===== src/hdl/cttk_pkg.sv =====
// Package for the config text tokenizer: widths, record codes, lexer modes
// and byte classification helpers. No dependencies.
`default_nettype none

package cttk_pkg;

  localparam int OFF_W  = 32;
  localparam int LINE_W = 20;
  localparam int FLD_W  = 4 + 8 + 2 * OFF_W + 2 * LINE_W + 2;
  localparam int TD_W   = ((FLD_W + 7) / 8) * 8;

  localparam logic [LINE_W-1:0] LINE_MAX = {LINE_W{1'b1}};

  // record types
  localparam logic [1:0] REC_TEXT = 2'd0;
  localparam logic [1:0] REC_TOK  = 2'd1;
  localparam logic [1:0] REC_DIAG = 2'd2;

  // token kinds
  localparam logic [3:0] K_EOF     = 4'd0;
  localparam logic [3:0] K_NEWLINE = 4'd1;
  localparam logic [3:0] K_NONE    = 4'd0;
  localparam logic [3:0] K_QUOTED  = 4'd11;
  localparam logic [3:0] K_BARE    = 4'd12;

  // diagnostic codes
  localparam logic [1:0] D_CTRL     = 2'd0;
  localparam logic [1:0] D_STR_NL   = 2'd1;
  localparam logic [1:0] D_BAD_ESC  = 2'd2;
  localparam logic [1:0] D_UNCLOSED = 2'd3;

  // lexer modes
  localparam logic [2:0] M_NORMAL  = 3'd0;
  localparam logic [2:0] M_BARE    = 3'd1;
  localparam logic [2:0] M_STRING  = 3'd2;
  localparam logic [2:0] M_ESCAPE  = 3'd3;
  localparam logic [2:0] M_COMMENT = 3'd4;

  localparam logic [7:0] CH_TAB   = 8'h09;
  localparam logic [7:0] CH_LF    = 8'h0A;
  localparam logic [7:0] CH_CR    = 8'h0D;
  localparam logic [7:0] CH_SPACE = 8'h20;
  localparam logic [7:0] CH_QUOTE = 8'h22;
  localparam logic [7:0] CH_SLASH = 8'h2F;
  localparam logic [7:0] CH_BSL   = 8'h5C;
  localparam logic [7:0] CH_DEL   = 8'h7F;

  typedef struct packed {
    logic [1:0]        typ;
    logic [3:0]        kind;
    logic [7:0]        txt;
    logic [OFF_W-1:0]  off;
    logic [LINE_W-1:0] line;
    logic [LINE_W-1:0] col;
    logic [OFF_W-1:0]  len;
    logic [1:0]        diag;
  } rec_t;

  function automatic logic [3:0] struct_kind(input logic [7:0] b);
    logic [3:0] k;
    k = K_NONE;
    case (b)
      8'h7B: k = 4'd2;   // {
      8'h7D: k = 4'd3;   // }
      8'h5B: k = 4'd4;   // [
      8'h5D: k = 4'd5;   // ]
      8'h28: k = 4'd6;   // (
      8'h29: k = 4'd7;   // )
      8'h3D: k = 4'd8;   // =
      8'h2B: k = 4'd9;   // +
      8'h2C: k = 4'd10;  // ,
      default: k = K_NONE;
    endcase
    return k;
  endfunction

  function automatic logic is_ctrl(input logic [7:0] b);
    return (b < CH_SPACE) || (b == CH_DEL);
  endfunction

  function automatic logic [7:0] bom_byte(input logic [1:0] i);
    logic [7:0] v;
    v = 8'h00;
    case (i)
      2'd0: v = 8'hEF;
      2'd1: v = 8'hBB;
      2'd2: v = 8'hBF;
      default: v = 8'h00;
    endcase
    return v;
  endfunction

endpackage

`default_nettype wire


===== src/hdl/config_text_tokenizer.sv =====
// Config text tokenizer top level: input register, micro-step lexer engine,
// last-marking hold stage and output register. Depends on cttk_pkg.
`default_nettype none

// Streaming lexer for a line-oriented config format. Source bytes come in one
// request each on in_*, with in_tlast set on a closing request that carries no
// byte; that request produces the eof token and returns the block to its reset
// state. A leading EF BB BF mark is dropped (offset then starts at 3); a partial
// mark is lexed as ordinary bytes. The engine runs one micro-step per cycle, save
// when a record is ready while the hold stage and output register are both full,
// and each step produces at most one record; the step that consumes the byte may
// carry the byte's own record. Ahead of that final step, a request takes a step
// per record that comes first (a closing newline, bare or string token, a held
// slash, a diagnostic) and a step for a comment end. The first byte after a
// partial mark takes a step that starts the replay, then each held mark byte is
// lexed as its own request would be. The closing request takes a step per record
// it causes, eof included, plus a step if the source was still at its start. One
// record per source step is held back in a hold stage until the engine knows
// whether it is the last of its request, which drives out_tlast; a full output
// register does not stop the engine until a second record is ready.
module config_text_tokenizer
  import cttk_pkg::*;
(
  input  wire logic            clk,
  input  wire logic            rst_n,
  input  wire logic            in_tvalid,
  output logic                 in_tready,
  input  wire logic [7:0]      in_tdata,   // [7:0] in_byte
  input  wire logic            in_tlast,   // is_end
  output logic                 out_tvalid,
  input  wire logic            out_tready,
  // token_kind, text_byte, where_offset, where_line, where_column,
  // token_length, diag_code, zero pad (lowest first)
  output logic [TD_W-1:0]      out_tdata,
  output logic [1:0]           out_tuser,  // record_type
  output logic                 out_tlast   // last_of_run
);

  // input request register
  logic             itm_v_r, itm_end_r;
  logic [7:0]       itm_b_r;

  // lexer state
  logic [2:0]        mode_r, mode_nxt;
  logic              psl_r, psl_nxt, pcr_r, pcr_nxt, ats_r, ats_nxt, sub_r, sub_nxt;
  logic [1:0]        bom_r, bom_nxt, rp_n_r, rp_n_nxt, rp_i_r, rp_i_nxt;
  logic [OFF_W-1:0]  off_r, off_nxt, ts_off_r, ts_off_nxt, pl_off_r, pl_off_nxt;
  logic [LINE_W-1:0] line_r, line_nxt, col_r, col_nxt;
  logic [LINE_W-1:0] ts_line_r, ts_line_nxt, ts_col_r, ts_col_nxt;
  logic [LINE_W-1:0] pl_line_r, pl_line_nxt, pl_col_r, pl_col_nxt;

  // hold stage and output register
  logic pd_v_r, pd_fin_r;
  rec_t pd_r;
  logic out_v_r, out_last_r;
  rec_t out_r;

  // engine outputs
  logic em, fin, done, feed_en, is_rp;
  rec_t er;
  logic [7:0] cb;
  logic [3:0] sk;

  logic [OFF_W-1:0]  off_inc;
  logic [LINE_W-1:0] col_inc, line_inc;

  logic mv_ok, step, pd_mv, in_acc;

  assign off_inc  = off_r + OFF_W'(1);
  assign col_inc  = (col_r == LINE_MAX) ? col_r : col_r + LINE_W'(1);
  assign line_inc = (line_r == LINE_MAX) ? line_r : line_r + LINE_W'(1);

  assign is_rp = !ats_r && (rp_i_r != rp_n_r);
  assign sk    = struct_kind(cb);

  // one micro-step of the lexer
  always_comb begin
    mode_nxt = mode_r;  psl_nxt = psl_r;  pcr_nxt = pcr_r;  ats_nxt = ats_r;
    sub_nxt  = sub_r;   bom_nxt = bom_r;  rp_n_nxt = rp_n_r; rp_i_nxt = rp_i_r;
    off_nxt  = off_r;   line_nxt = line_r; col_nxt = col_r;
    ts_off_nxt = ts_off_r; ts_line_nxt = ts_line_r; ts_col_nxt = ts_col_r;
    pl_off_nxt = pl_off_r; pl_line_nxt = pl_line_r; pl_col_nxt = pl_col_r;
    em = 1'b0; fin = 1'b0; done = 1'b0; feed_en = 1'b0;
    er = '0;
    cb = is_rp ? bom_byte(rp_i_r) : itm_b_r;

    if (ats_r) begin
      if (!itm_end_r && bom_r != 2'd3 && itm_b_r == bom_byte(bom_r)) begin
        if (bom_r == 2'd2) begin
          off_nxt = OFF_W'(3);
          bom_nxt = 2'd0;
          ats_nxt = 1'b0;
        end else begin
          bom_nxt = bom_r + 2'd1;
        end
        fin = 1'b1;
      end else begin
        // mismatch: lex the held mark bytes first
        ats_nxt  = 1'b0;
        rp_n_nxt = bom_r;
        rp_i_nxt = 2'd0;
        bom_nxt  = 2'd0;
      end
    end else if (is_rp || !itm_end_r) begin
      feed_en = 1'b1;
    end else begin
      // closing sequence at end of source
      if (pcr_r) begin
        pcr_nxt = 1'b0;
        em = 1'b1;
        er.typ = REC_TOK; er.kind = K_NEWLINE;
        er.off = ts_off_r; er.line = ts_line_r; er.col = ts_col_r;
        er.len = off_r - ts_off_r;
        line_nxt = line_inc; col_nxt = LINE_W'(1);
      end else if (psl_r) begin
        psl_nxt = 1'b0;
        em = 1'b1;
        er.typ = REC_TEXT; er.kind = K_BARE; er.txt = CH_SLASH;
        if (mode_r == M_NORMAL) begin
          ts_off_nxt = pl_off_r; ts_line_nxt = pl_line_r; ts_col_nxt = pl_col_r;
          mode_nxt = M_BARE;
          er.off = pl_off_r; er.line = pl_line_r; er.col = pl_col_r;
        end else begin
          er.off = ts_off_r; er.line = ts_line_r; er.col = ts_col_r;
        end
      end else if (mode_r == M_BARE) begin
        em = 1'b1;
        er.typ = REC_TOK; er.kind = K_BARE;
        er.off = ts_off_r; er.line = ts_line_r; er.col = ts_col_r;
        er.len = off_r - ts_off_r;
        mode_nxt = M_NORMAL;
      end else if (mode_r == M_STRING || mode_r == M_ESCAPE) begin
        em = 1'b1;
        er.off = ts_off_r; er.line = ts_line_r; er.col = ts_col_r;
        if (!sub_r) begin
          er.typ = REC_DIAG; er.diag = D_UNCLOSED;
          sub_nxt = 1'b1;
        end else begin
          er.typ = REC_TOK; er.kind = K_QUOTED;
          er.len = off_r - ts_off_r;
          mode_nxt = M_NORMAL;
          sub_nxt = 1'b0;
        end
      end else begin
        em = 1'b1;
        er.typ = REC_TOK; er.kind = K_EOF;
        er.off = off_r; er.line = line_r; er.col = col_r;
        fin = 1'b1;
        mode_nxt = M_NORMAL; psl_nxt = 1'b0; pcr_nxt = 1'b0; ats_nxt = 1'b1;
        sub_nxt = 1'b0; bom_nxt = 2'd0; rp_n_nxt = 2'd0; rp_i_nxt = 2'd0;
        off_nxt = '0; line_nxt = LINE_W'(1); col_nxt = LINE_W'(1);
        ts_off_nxt = '0; ts_line_nxt = LINE_W'(1); ts_col_nxt = LINE_W'(1);
        pl_off_nxt = '0; pl_line_nxt = LINE_W'(1); pl_col_nxt = LINE_W'(1);
      end
    end

    if (feed_en) begin
      if (pcr_r) begin
        pcr_nxt = 1'b0;
        em = 1'b1;
        er.typ = REC_TOK; er.kind = K_NEWLINE;
        er.off = ts_off_r; er.line = ts_line_r; er.col = ts_col_r;
        line_nxt = line_inc; col_nxt = LINE_W'(1);
        if (cb == CH_LF) begin
          // CRLF: the LF belongs to the token
          off_nxt = off_inc;
          er.len = off_inc - ts_off_r;
          done = 1'b1;
        end else begin
          er.len = off_r - ts_off_r;
        end
      end else if (psl_r) begin
        psl_nxt = 1'b0;
        if (cb == CH_SLASH) begin
          if (mode_r == M_BARE) begin
            em = 1'b1;
            er.typ = REC_TOK; er.kind = K_BARE;
            er.off = ts_off_r; er.line = ts_line_r; er.col = ts_col_r;
            er.len = pl_off_r - ts_off_r;
          end
          mode_nxt = M_COMMENT;
          off_nxt = off_inc; col_nxt = col_inc;
          done = 1'b1;
        end else begin
          em = 1'b1;
          er.typ = REC_TEXT; er.kind = K_BARE; er.txt = CH_SLASH;
          if (mode_r == M_NORMAL) begin
            ts_off_nxt = pl_off_r; ts_line_nxt = pl_line_r; ts_col_nxt = pl_col_r;
            mode_nxt = M_BARE;
            er.off = pl_off_r; er.line = pl_line_r; er.col = pl_col_r;
          end else begin
            er.off = ts_off_r; er.line = ts_line_r; er.col = ts_col_r;
          end
        end
      end else begin
        case (mode_r)
          M_COMMENT: begin
            if (cb != CH_CR && cb != CH_LF) begin
              off_nxt = off_inc; col_nxt = col_inc;
              done = 1'b1;
            end else begin
              mode_nxt = M_NORMAL;
            end
          end
          M_ESCAPE: begin
            em = 1'b1;
            if (cb != CH_BSL && cb != CH_QUOTE && cb != 8'h6E && cb != 8'h72 &&
                cb != 8'h74 && !sub_r) begin
              er.typ = REC_DIAG; er.diag = D_BAD_ESC;
              er.off = pl_off_r; er.line = pl_line_r; er.col = pl_col_r;
              sub_nxt = 1'b1;
            end else begin
              er.typ = REC_TEXT; er.kind = K_QUOTED;
              er.off = ts_off_r; er.line = ts_line_r; er.col = ts_col_r;
              case (cb)
                8'h6E:   er.txt = CH_LF;
                8'h72:   er.txt = CH_CR;
                8'h74:   er.txt = CH_TAB;
                default: er.txt = cb;
              endcase
              off_nxt = off_inc; col_nxt = col_inc;
              mode_nxt = M_STRING;
              sub_nxt = 1'b0;
              done = 1'b1;
            end
          end
          M_STRING: begin
            if (cb == CH_QUOTE) begin
              em = 1'b1;
              er.typ = REC_TOK; er.kind = K_QUOTED;
              er.off = ts_off_r; er.line = ts_line_r; er.col = ts_col_r;
              er.len = off_inc - ts_off_r;
              off_nxt = off_inc; col_nxt = col_inc;
              mode_nxt = M_NORMAL;
              done = 1'b1;
            end else if (cb == CH_CR || cb == CH_LF) begin
              // diagnostic, then the string token; the newline is lexed after
              em = 1'b1;
              if (!sub_r) begin
                er.typ = REC_DIAG; er.diag = D_STR_NL;
                er.off = off_r; er.line = line_r; er.col = col_r;
                sub_nxt = 1'b1;
              end else begin
                er.typ = REC_TOK; er.kind = K_QUOTED;
                er.off = ts_off_r; er.line = ts_line_r; er.col = ts_col_r;
                er.len = off_r - ts_off_r;
                mode_nxt = M_NORMAL;
                sub_nxt = 1'b0;
              end
            end else if (cb == CH_BSL) begin
              pl_off_nxt = off_r; pl_line_nxt = line_r; pl_col_nxt = col_r;
              off_nxt = off_inc; col_nxt = col_inc;
              mode_nxt = M_ESCAPE;
              done = 1'b1;
            end else begin
              em = 1'b1;
              er.typ = REC_TEXT; er.kind = K_QUOTED; er.txt = cb;
              er.off = ts_off_r; er.line = ts_line_r; er.col = ts_col_r;
              off_nxt = off_inc; col_nxt = col_inc;
              done = 1'b1;
            end
          end
          M_BARE: begin
            if (cb == CH_SPACE || sk != K_NONE || is_ctrl(cb)) begin
              em = 1'b1;
              er.typ = REC_TOK; er.kind = K_BARE;
              er.off = ts_off_r; er.line = ts_line_r; er.col = ts_col_r;
              er.len = off_r - ts_off_r;
              mode_nxt = M_NORMAL;
            end else if (cb == CH_SLASH) begin
              pl_off_nxt = off_r; pl_line_nxt = line_r; pl_col_nxt = col_r;
              psl_nxt = 1'b1;
              off_nxt = off_inc; col_nxt = col_inc;
              done = 1'b1;
            end else begin
              em = 1'b1;
              er.typ = REC_TEXT; er.kind = K_BARE; er.txt = cb;
              er.off = ts_off_r; er.line = ts_line_r; er.col = ts_col_r;
              off_nxt = off_inc; col_nxt = col_inc;
              done = 1'b1;
            end
          end
          default: begin
            // normal mode
            mode_nxt = M_NORMAL;
            done = 1'b1;
            off_nxt = off_inc; col_nxt = col_inc;
            if (cb == CH_SPACE || cb == CH_TAB) begin
              // skip
            end else if (cb == CH_CR) begin
              ts_off_nxt = off_r; ts_line_nxt = line_r; ts_col_nxt = col_r;
              pcr_nxt = 1'b1;
            end else if (cb == CH_LF) begin
              ts_off_nxt = off_r; ts_line_nxt = line_r; ts_col_nxt = col_r;
              em = 1'b1;
              er.typ = REC_TOK; er.kind = K_NEWLINE;
              er.off = off_r; er.line = line_r; er.col = col_r;
              er.len = OFF_W'(1);
              line_nxt = line_inc; col_nxt = LINE_W'(1);
            end else if (cb == CH_SLASH) begin
              pl_off_nxt = off_r; pl_line_nxt = line_r; pl_col_nxt = col_r;
              psl_nxt = 1'b1;
            end else if (cb == CH_QUOTE) begin
              ts_off_nxt = off_r; ts_line_nxt = line_r; ts_col_nxt = col_r;
              mode_nxt = M_STRING;
            end else if (sk != K_NONE) begin
              em = 1'b1;
              er.typ = REC_TOK; er.kind = sk;
              er.off = off_r; er.line = line_r; er.col = col_r;
              er.len = OFF_W'(1);
            end else if (is_ctrl(cb)) begin
              em = 1'b1;
              er.typ = REC_DIAG; er.diag = D_CTRL;
              er.off = off_r; er.line = line_r; er.col = col_r;
            end else begin
              ts_off_nxt = off_r; ts_line_nxt = line_r; ts_col_nxt = col_r;
              em = 1'b1;
              er.typ = REC_TEXT; er.kind = K_BARE; er.txt = cb;
              er.off = off_r; er.line = line_r; er.col = col_r;
              mode_nxt = M_BARE;
            end
          end
        endcase
      end
      if (done) begin
        if (is_rp) rp_i_nxt = rp_i_r + 2'd1;
        else       fin = 1'b1;
      end
    end
  end

  // handshakes: a new record needs the hold stage free or draining
  assign mv_ok  = !out_v_r || out_tready;
  assign step   = itm_v_r && (!em || !pd_v_r || mv_ok);
  assign pd_mv  = pd_v_r && mv_ok && ((step && em) || pd_fin_r);
  assign in_tready = !itm_v_r || (step && fin);
  assign in_acc = in_tvalid && in_tready;

  always_ff @(posedge clk) begin
    if (!rst_n) begin
      itm_v_r <= 1'b0;
      mode_r <= M_NORMAL; psl_r <= 1'b0; pcr_r <= 1'b0; ats_r <= 1'b1;
      sub_r <= 1'b0; bom_r <= 2'd0; rp_n_r <= 2'd0; rp_i_r <= 2'd0;
      off_r <= '0; line_r <= LINE_W'(1); col_r <= LINE_W'(1);
      ts_off_r <= '0; ts_line_r <= LINE_W'(1); ts_col_r <= LINE_W'(1);
      pl_off_r <= '0; pl_line_r <= LINE_W'(1); pl_col_r <= LINE_W'(1);
      pd_v_r <= 1'b0; pd_fin_r <= 1'b0;
      out_v_r <= 1'b0; out_last_r <= 1'b0;
    end else begin
      if (in_acc) itm_v_r <= 1'b1;
      else if (step && fin) itm_v_r <= 1'b0;

      if (step) begin
        mode_r <= mode_nxt; psl_r <= psl_nxt; pcr_r <= pcr_nxt; ats_r <= ats_nxt;
        sub_r <= sub_nxt; bom_r <= bom_nxt; rp_n_r <= rp_n_nxt; rp_i_r <= rp_i_nxt;
        off_r <= off_nxt; line_r <= line_nxt; col_r <= col_nxt;
        ts_off_r <= ts_off_nxt; ts_line_r <= ts_line_nxt; ts_col_r <= ts_col_nxt;
        pl_off_r <= pl_off_nxt; pl_line_r <= pl_line_nxt; pl_col_r <= pl_col_nxt;
      end

      // hold stage: last-of-request mark is set once the request finishes
      if (step && em) begin
        pd_v_r   <= 1'b1;
        pd_fin_r <= fin;
      end else if (pd_mv) begin
        pd_v_r   <= 1'b0;
        pd_fin_r <= 1'b0;
      end else if (step && fin && pd_v_r) begin
        pd_fin_r <= 1'b1;
      end

      if (pd_mv) begin
        out_v_r    <= 1'b1;
        out_last_r <= pd_fin_r;
      end else if (out_tready) begin
        out_v_r <= 1'b0;
      end
    end
  end

  // payload registers
  always_ff @(posedge clk) begin
    if (in_acc) begin
      itm_b_r   <= in_tdata;
      itm_end_r <= in_tlast;
    end
    if (step && em) pd_r <= er;
    if (pd_mv) out_r <= pd_r;
  end

  assign out_tvalid = out_v_r;
  assign out_tlast  = out_last_r;
  assign out_tuser  = out_r.typ;
  assign out_tdata  = TD_W'({out_r.diag, out_r.len, out_r.col, out_r.line,
                             out_r.off, out_r.txt, out_r.kind});

endmodule

`default_nettype wire

===== config.mk =====
export PLATFORM = sky130hd
export DESIGN_NAME = config_text_tokenizer
export DESIGN_NICKNAME = d
export VERILOG_FILES = /design/src/hdl/cttk_pkg.sv /design/src/hdl/config_text_tokenizer.sv
export SDC_FILE = /design/constraint.sdc
export NUM_CORES = 2
export LEC_CHECK = 0
export ABC_AREA = 1
export BUFFER_PORTS_ARGS = -buffer_cell sky130_fd_sc_hd__buf_2
export CAP_MARGIN = 25
export CELL_PAD_IN_SITES_DETAIL_PLACEMENT = 1
export CELL_PAD_IN_SITES_GLOBAL_PLACEMENT = 2
export CORE_ASPECT_RATIO = 2
export CORE_MARGIN = 10
export CORE_UTILIZATION = 36
export DETAILED_ROUTE_END_ITERATION = 6
export HOLD_SLACK_MARGIN = 0.08
export MAX_ROUTING_LAYER = met4
export PLACE_DENSITY_LB_ADDON = 0.1
export RECOVER_POWER = 50
export SLEW_MARGIN = 10
export SYNTH_ARGS = -nofsm -noshare
export SYNTH_HDL_FRONTEND = slang
export SYNTH_SLANG_ARGS = --single-unit

===== constraint.sdc =====
create_clock -name clk -period 6.2 [get_ports clk]
set_input_delay 0 -clock clk [delete_from_list [all_inputs] [get_ports clk]]
set_output_delay 0 -clock clk [all_outputs]
set_load 0.005 [all_outputs]

; Word-level counts from Yosys, hierarchy flattened
; Index checks and enable logic that the tools add are counted.
[classes]
div = 0
magnitude_cmp = 1
addsub = 8
n_mul = 0
n_bitwise = 0
n_eq_ne = 46
shift = 0
muxes = 405
reduce_logical = 49
[op_table]
columns = cell, n
row1 = $mux 20, 107
row2 = $mux 32, 61
row3 = $mux 104, 10
row4 = $mux 120, 7
row5 = $mux 72, 8
row6 = $mux 34, 11
row7 = $pmux 86 s4, 1
row8 = $pmux 32 s3, 2
row9 = $mux 86, 2
row10 = $mux 12, 12
row11 = $pmux 32 s4, 1
row12 = $pmux 20 s3, 2
row13 = $mux 118, 1
row14 = $sub 32x32->32, 3
row15 = $mux 1, 85
row16 = $mux 6, 14
row17 = $pmux 20 s4, 1
row18 = $mux 2, 39
row19 = $eq 8x7->1 const B, 9
row20 = $mux 8, 9
row21 = $pmux 8 s3, 3
row22 = $eq 8x6->1 const B, 8
row23 = $mux 3, 20
row24 = $add 20x1->20 const B, 2
row25 = other kinds (36), 91
[word_totals]
out_inout_bits = 125
in_bits = 13
elab_cells = 549
latch_bits = 0
ramBits = 0
memories = 0
mem_bits_ro = 0
register_bits = 483

; Logic depth before layout (Yosys ltp)
[depth]
ltp_word = 41
depth_mapped = 28
ltp_nobuf = 28

; Least setup slack after synthesis
; Ideal clock, no wire load.
[synth_path]
kind = flip-flop to flip-flop
from = reg rp_i_r[0]
to = reg out_r (netlist bit out_tdata[0]), enable pin
path_buffers = 2
arrival_ns = 4.672
t_required_ns = 5.726
setup_time_ns = 0.474
path_slack_ns = 1.054
period_less_slack_ns = 5.146
path_stages_with_launch = 21
path_cell_list = dfxtp_1 -> inv_2 -> nand2_2 -> nand2_4 -> nand2_8 -> nand2_4 -> buf_6 -> inv_2 -> nor2_2 -> nor2_1 -> buf_4 -> nand2_2 -> o41ai_1 -> nand2_1 -> nand3_1 -> nand2_2 -> inv_4 -> nand2_1 -> nand2_1 -> nand2_1 -> inv_1
[synth_between]
elab_chain_len = 21
word_cells_on_any_way = 60
classes_between = 1 x order compare / 20 x eq/ne / 23 x mux / 16 x reduce/logical
[synth_lines]
columns = element, line
row1 = start: declaration, config_text_tokenizer.sv:46  ; logic [1:0] bom_r, bom_nxt, rp_n_r, rp_n_nxt, rp_i_r, rp_i_nxt;
row2 = start signal: assignment, config_text_tokenizer.sv:355  ; sub_r <= sub_nxt; bom_r <= bom_nxt; rp_n_r <= rp_n_nxt; rp_i_r <= rp_i_nxt;
row3 = branches (longest 13 deep; another with $pmux 4 s9), n/a
row4 = $mux 1 (*), config_text_tokenizer.sv:157  ; if (feed_en) begin
row5 = $logic_not 1->1, config_text_tokenizer.sv:334  ; assign step = itm_v_r && (!em || !pd_v_r || mv_ok);
row6 = $logic_or 1x1->1 (2 in a row), config_text_tokenizer.sv:334
row7 = $logic_and 1x1->1, config_text_tokenizer.sv:334
row8 = $logic_and 1x1->1 (*), config_text_tokenizer.sv:335  ; assign pd_mv = pd_v_r && mv_ok && ((step && em) || pd_fin_r);
row9 = $logic_or 1x1->1 (*), config_text_tokenizer.sv:335
row10 = $logic_and 1x1->1 (*), config_text_tokenizer.sv:335
row11 = named net pd_mv, config_text_tokenizer.sv:67  ; logic mv_ok, step, pd_mv, in_acc;
row12 = end signal: assignment, config_text_tokenizer.sv:388  ; if (pd_mv) out_r <= pd_r;
row13 = end: declaration, config_text_tokenizer.sv:56  ; rec_t out_r;
; Mark *: on every way through the listed nets, which the timed path passes.
; A chain may end at the register's enable or synchronous reset.

; Final worst setup path
[layout_path]
from = reg rp_i_r[0]
to = reg ts_col_r[11]
[layout_between]
elab_chain_len = 18
word_cells_on_any_way = 72
classes_between = 1 x order compare / 20 x eq/ne / 38 x mux / 13 x reduce/logical
[layout_lines]
columns = element, line
row1 = branches (longest 18 deep; another with $lt 8x6->1), n/a
row2 = end signal: assignment, config_text_tokenizer.sv:357  ; ts_off_r <= ts_off_nxt; ts_line_r <= ts_line_nxt; ts_col_r <= ts_col_nxt;
row3 = end: declaration, config_text_tokenizer.sv:49  ; logic [LINE_W-1:0] ts_line_r, ts_line_nxt, ts_col_r, ts_col_nxt;
; Several ways; the timed one is not identified.

==> results.md <==
- Status: complete, but fails checks
- Violations in the final reports: max-capacitance violations, max-slew violations
- Remaining global-route overflow: 0
- Launching element type of the critical path: flop
- Area taken by flip-flops and latches: 12200 um^2
- Library cell with the highest instance count after synthesis: nand2_1
- Kind of critical path: flop to flop
- Area of the core region: 129000 um^2
- Main combinational cell family by area after synthesis: compound AO/OA/AOI/OAI gates
- Level count of the clock H-tree: 2
- Actual transition at the worst max-transition pin: 1.86 ns
- Endpoint kind of the worst setup timing path: flop
- Via-per-instance ratio: 6.59
- Count of unique library cells instantiated by Yosys: 68
- Flip-flop and latch count after synthesis: 483
- Area share of and/or/nand/nor cells after synthesis: 26.4%
- Post-detail-place hpwl: 199000 um
- Number of instances in the synthesized netlist: 7405
- Initial antenna violation count: 22
- Class of the most critical hold timing path: primary input to flop
- Die X: 275 um
- Clock skew: 0.0436 ns
- Inserted Clock Buffers: 54
- Detailed router's first-iteration violation count: 5709
- Library cell occupying the most area in the post-synthesis netlist: edfxtp_1
- Tmin final: 5.97 ns
- Global-route total usage across every layer: 40.9%
- Clock Tree Buf Depth: 3
- Final critical-path share of the clock period: 96.4%
- Fraction of the mapped netlist area in compound gates: 31.9%
- Finished Cell Area: 51100 um^2
- Total count of max-transition violations in the final report: 139
- Cell area reported after detailed placement: 48900 um^2
- Post-Synthesis Cell Area: 46800 um^2
- Clock Sink Count: 483
- Area share of the leading cell type in the synthesized netlist: 16.0%
- WP data arrival: 6.58 ns
- Required time of the critical path: 6.81 ns
- Number of global-route vias before repair: 60300
- Site row count: 187
- TritonCTS clock tree: yes
- Pin count of the biggest net entering global routing: 156
- DRC violation count after routing: 0
- FILL cells: 17100
- Leakage power: 0.0200 uW
- Synth-to-Final Area Change: 9.30%
- Average routed wire per standard cell: 33.2 um
- Die Ht: 530 um
- Clock latency reported for the late side of the worst-skew pair: 0.71 ns
- Count of final hold-check violations: 0
- Share of synthesized area spent on multiplexers: 0%
- Synth top area cells: edfxtp_1 16%, nand2_1 14%, dfxtp_1 10%
- IO Port Bufs: 135
- Clk root buf: clkbuf_16
- Peak supply drop: 0.223 mV
- Final Setup Violations: 0
- Number of flops mapped to enable cells by yosys: 249
- Post-synthesis async set-or-reset flop share: 0%
- Via count of the routed design: 59300
- Worst rel slew slack: -24.7%
- Max Fanout on Critical Path: 54
- Adder-cell area share of the yosys netlist: 2.91%
- Fraction of final layout cells sized beyond drive strength 1: 6.99%
- Global placement routability congestion: 1.05
- Xor/xnor cell area share of the yosys netlist: 2.29%
- List of most frequent post-synthesis cells: 1720 x nand2_1, 853 x o21ai_0, 789 x a21oi_1, 591 x inv_1, 467 x clkbuf_1
- RSZ-0062 raised after global routing: false
- Total negative slack for setup checks: 0 ns
- Maxcap violations: 4
- Count of nets left with antenna violations after detail routing: 0
- Number of nets in the layout: 7312
- Part of the Yosys area used for sequential elements: 26.0%
- Final WL: 299000 um
- Clock-pin slew reported for the worst setup and hold paths after clock tree synthesis: 0.07 ns
- Starting utilization of the core area: 36.1%
- 1st-pass router iterations: 6
- Synth Warn #: 0
- Full die area: 146000 um^2
- Average cell area after synthesis: 6.31 um^2
- Max frequency: 167 MHz
- Footprint of the multi-input gates: 29800 um^2
- Main synth FF type: edfxtp_1
- I/O pin total: 138
- Global-route wire length before repair: 424000 um
- Power per cell area: 235 nW/um^2
- Post-CTS Resized: 0
-- worst paths after layout --
kind	slack (ns)	endpoint	cells past startpoint	start
setup reg to reg	0.23	ts_col_r[11]	17	rp_i_r[0]
hold reg to reg	0.42	out_tdata[101]	0	pd_r[19]
hold / removal	0.18	itm_v_r	4	in_tvalid
setup / recovery	0.23	ts_col_r[11]	17	rp_i_r[0]
-- kinds of logic after synthesis --
kind of cell / Yosys count
and+or+nand+nor: 2904
AOI/OAI and AO/OA: 2543
buffers and inverters: 1245
DFF: 483
xor gates and xnor gates: 122
adders and majority gates: 107
other: 1
-- area by class of cell --
| class | count | area share (%) |
|---|---|---|
| sequential | 483 | 23.8 |
| antenna | 65 | 0.318 |
| clock buffer | 61 | 2.80 |
| clock inverter | 40 | 1.10 |
| tap | 1701 | 4.16 |
| inverter | 624 | 4.66 |
| multi-input combinational | 5678 | 58.2 |
| timing repair buffer | 351 | 4.91 |
-- routing by layer --
layer  share of wire (%)  up-vias  track usage (%)
met1                  33    29300             39.7
met3                 7.3     1463             7.58
li1                    -    25500                -
met5                   0        -                -
met2                  47     3114             66.7
met4                  12        0             41.6
-- metrics by stage --
stage | worst slack (ns) | cells | util, % | power (uW) | hold slack, ns
3_5_place_dp | 0.848 | 8809 | 37.8 | 8040 | 0.184
3_3_place_gp | 0.849 | 8808 | 37.8 | 7980 | 0.185
4_1_cts | 0.796 | 8931 | 39.5 | 11900 | 0.159
6_report | 0.226 | 9003 | 39.5 | 12000 | 0.180
5_1_grt | 0.104 | 9001 | 39.5 | 12400 | 0.221
2_1_floorplan | 1.05 | 7406 | - | 6300 | 0.0989
-- registers in the layout, summed over array words and instances (netlist names), 32 cells and up --
signal     cells
pd_r         120
out_tdata    118
off_r         32
pl_off_r      32
ts_off_r      32
-- where the power goes --
group | switching [uW] | internal, uW
Combinational | 3250 | 1140
Sequential | 268 | 3500
Clock | 1730 | 2110
-- worst max-delay path, cell delays in order (launching register included) --
cell and delay (ns):
dfxtp_1 0.35, inv_1 0.16, nand2_2 0.08, nand2_4 0.09
nand2_8 0.08, nand2_4 0.16, inv_2 0.08, nor2_1 0.47
nand2_2 0.11, buf_4 0.32, nor2_1 1.44, clkbuf_2 1.26
o21ai_0 0.48, a21oi_1 0.24, o21ai_0 0.10, nand3_1 0.12
nand3_1 0.08, a21oi_1 0.15
-- repair_timing --
action | CTS | global route
hold endpoints to repair | 74 | 0
hold buffers | 21 | 0
setup buffers | 0 | 0
-- layout by cell type (no fill, tap or decap), drive strengths merged, types with 18 or more instances in the layout --
cell and count:
ha 104, inv 626, a31oi 47, a211oi 36, nand4 62, nor4 23, o2111ai 136, xor2 100
a21boi 18, xnor2 22, clkbuf 198, diode 65, o221ai 47, o211ai 249, or2 104, a221oi 21
nor3 100, nor2 455, dfxtp 234, nand3 404, dlygate4sd3 21, clkinv 21, buf 193, a21oi 789
edfxtp 249, a22oi 41, o22ai 156, nand2 1750, o21ai 914
Note: power is estimated with default switching activity, not from simulation.
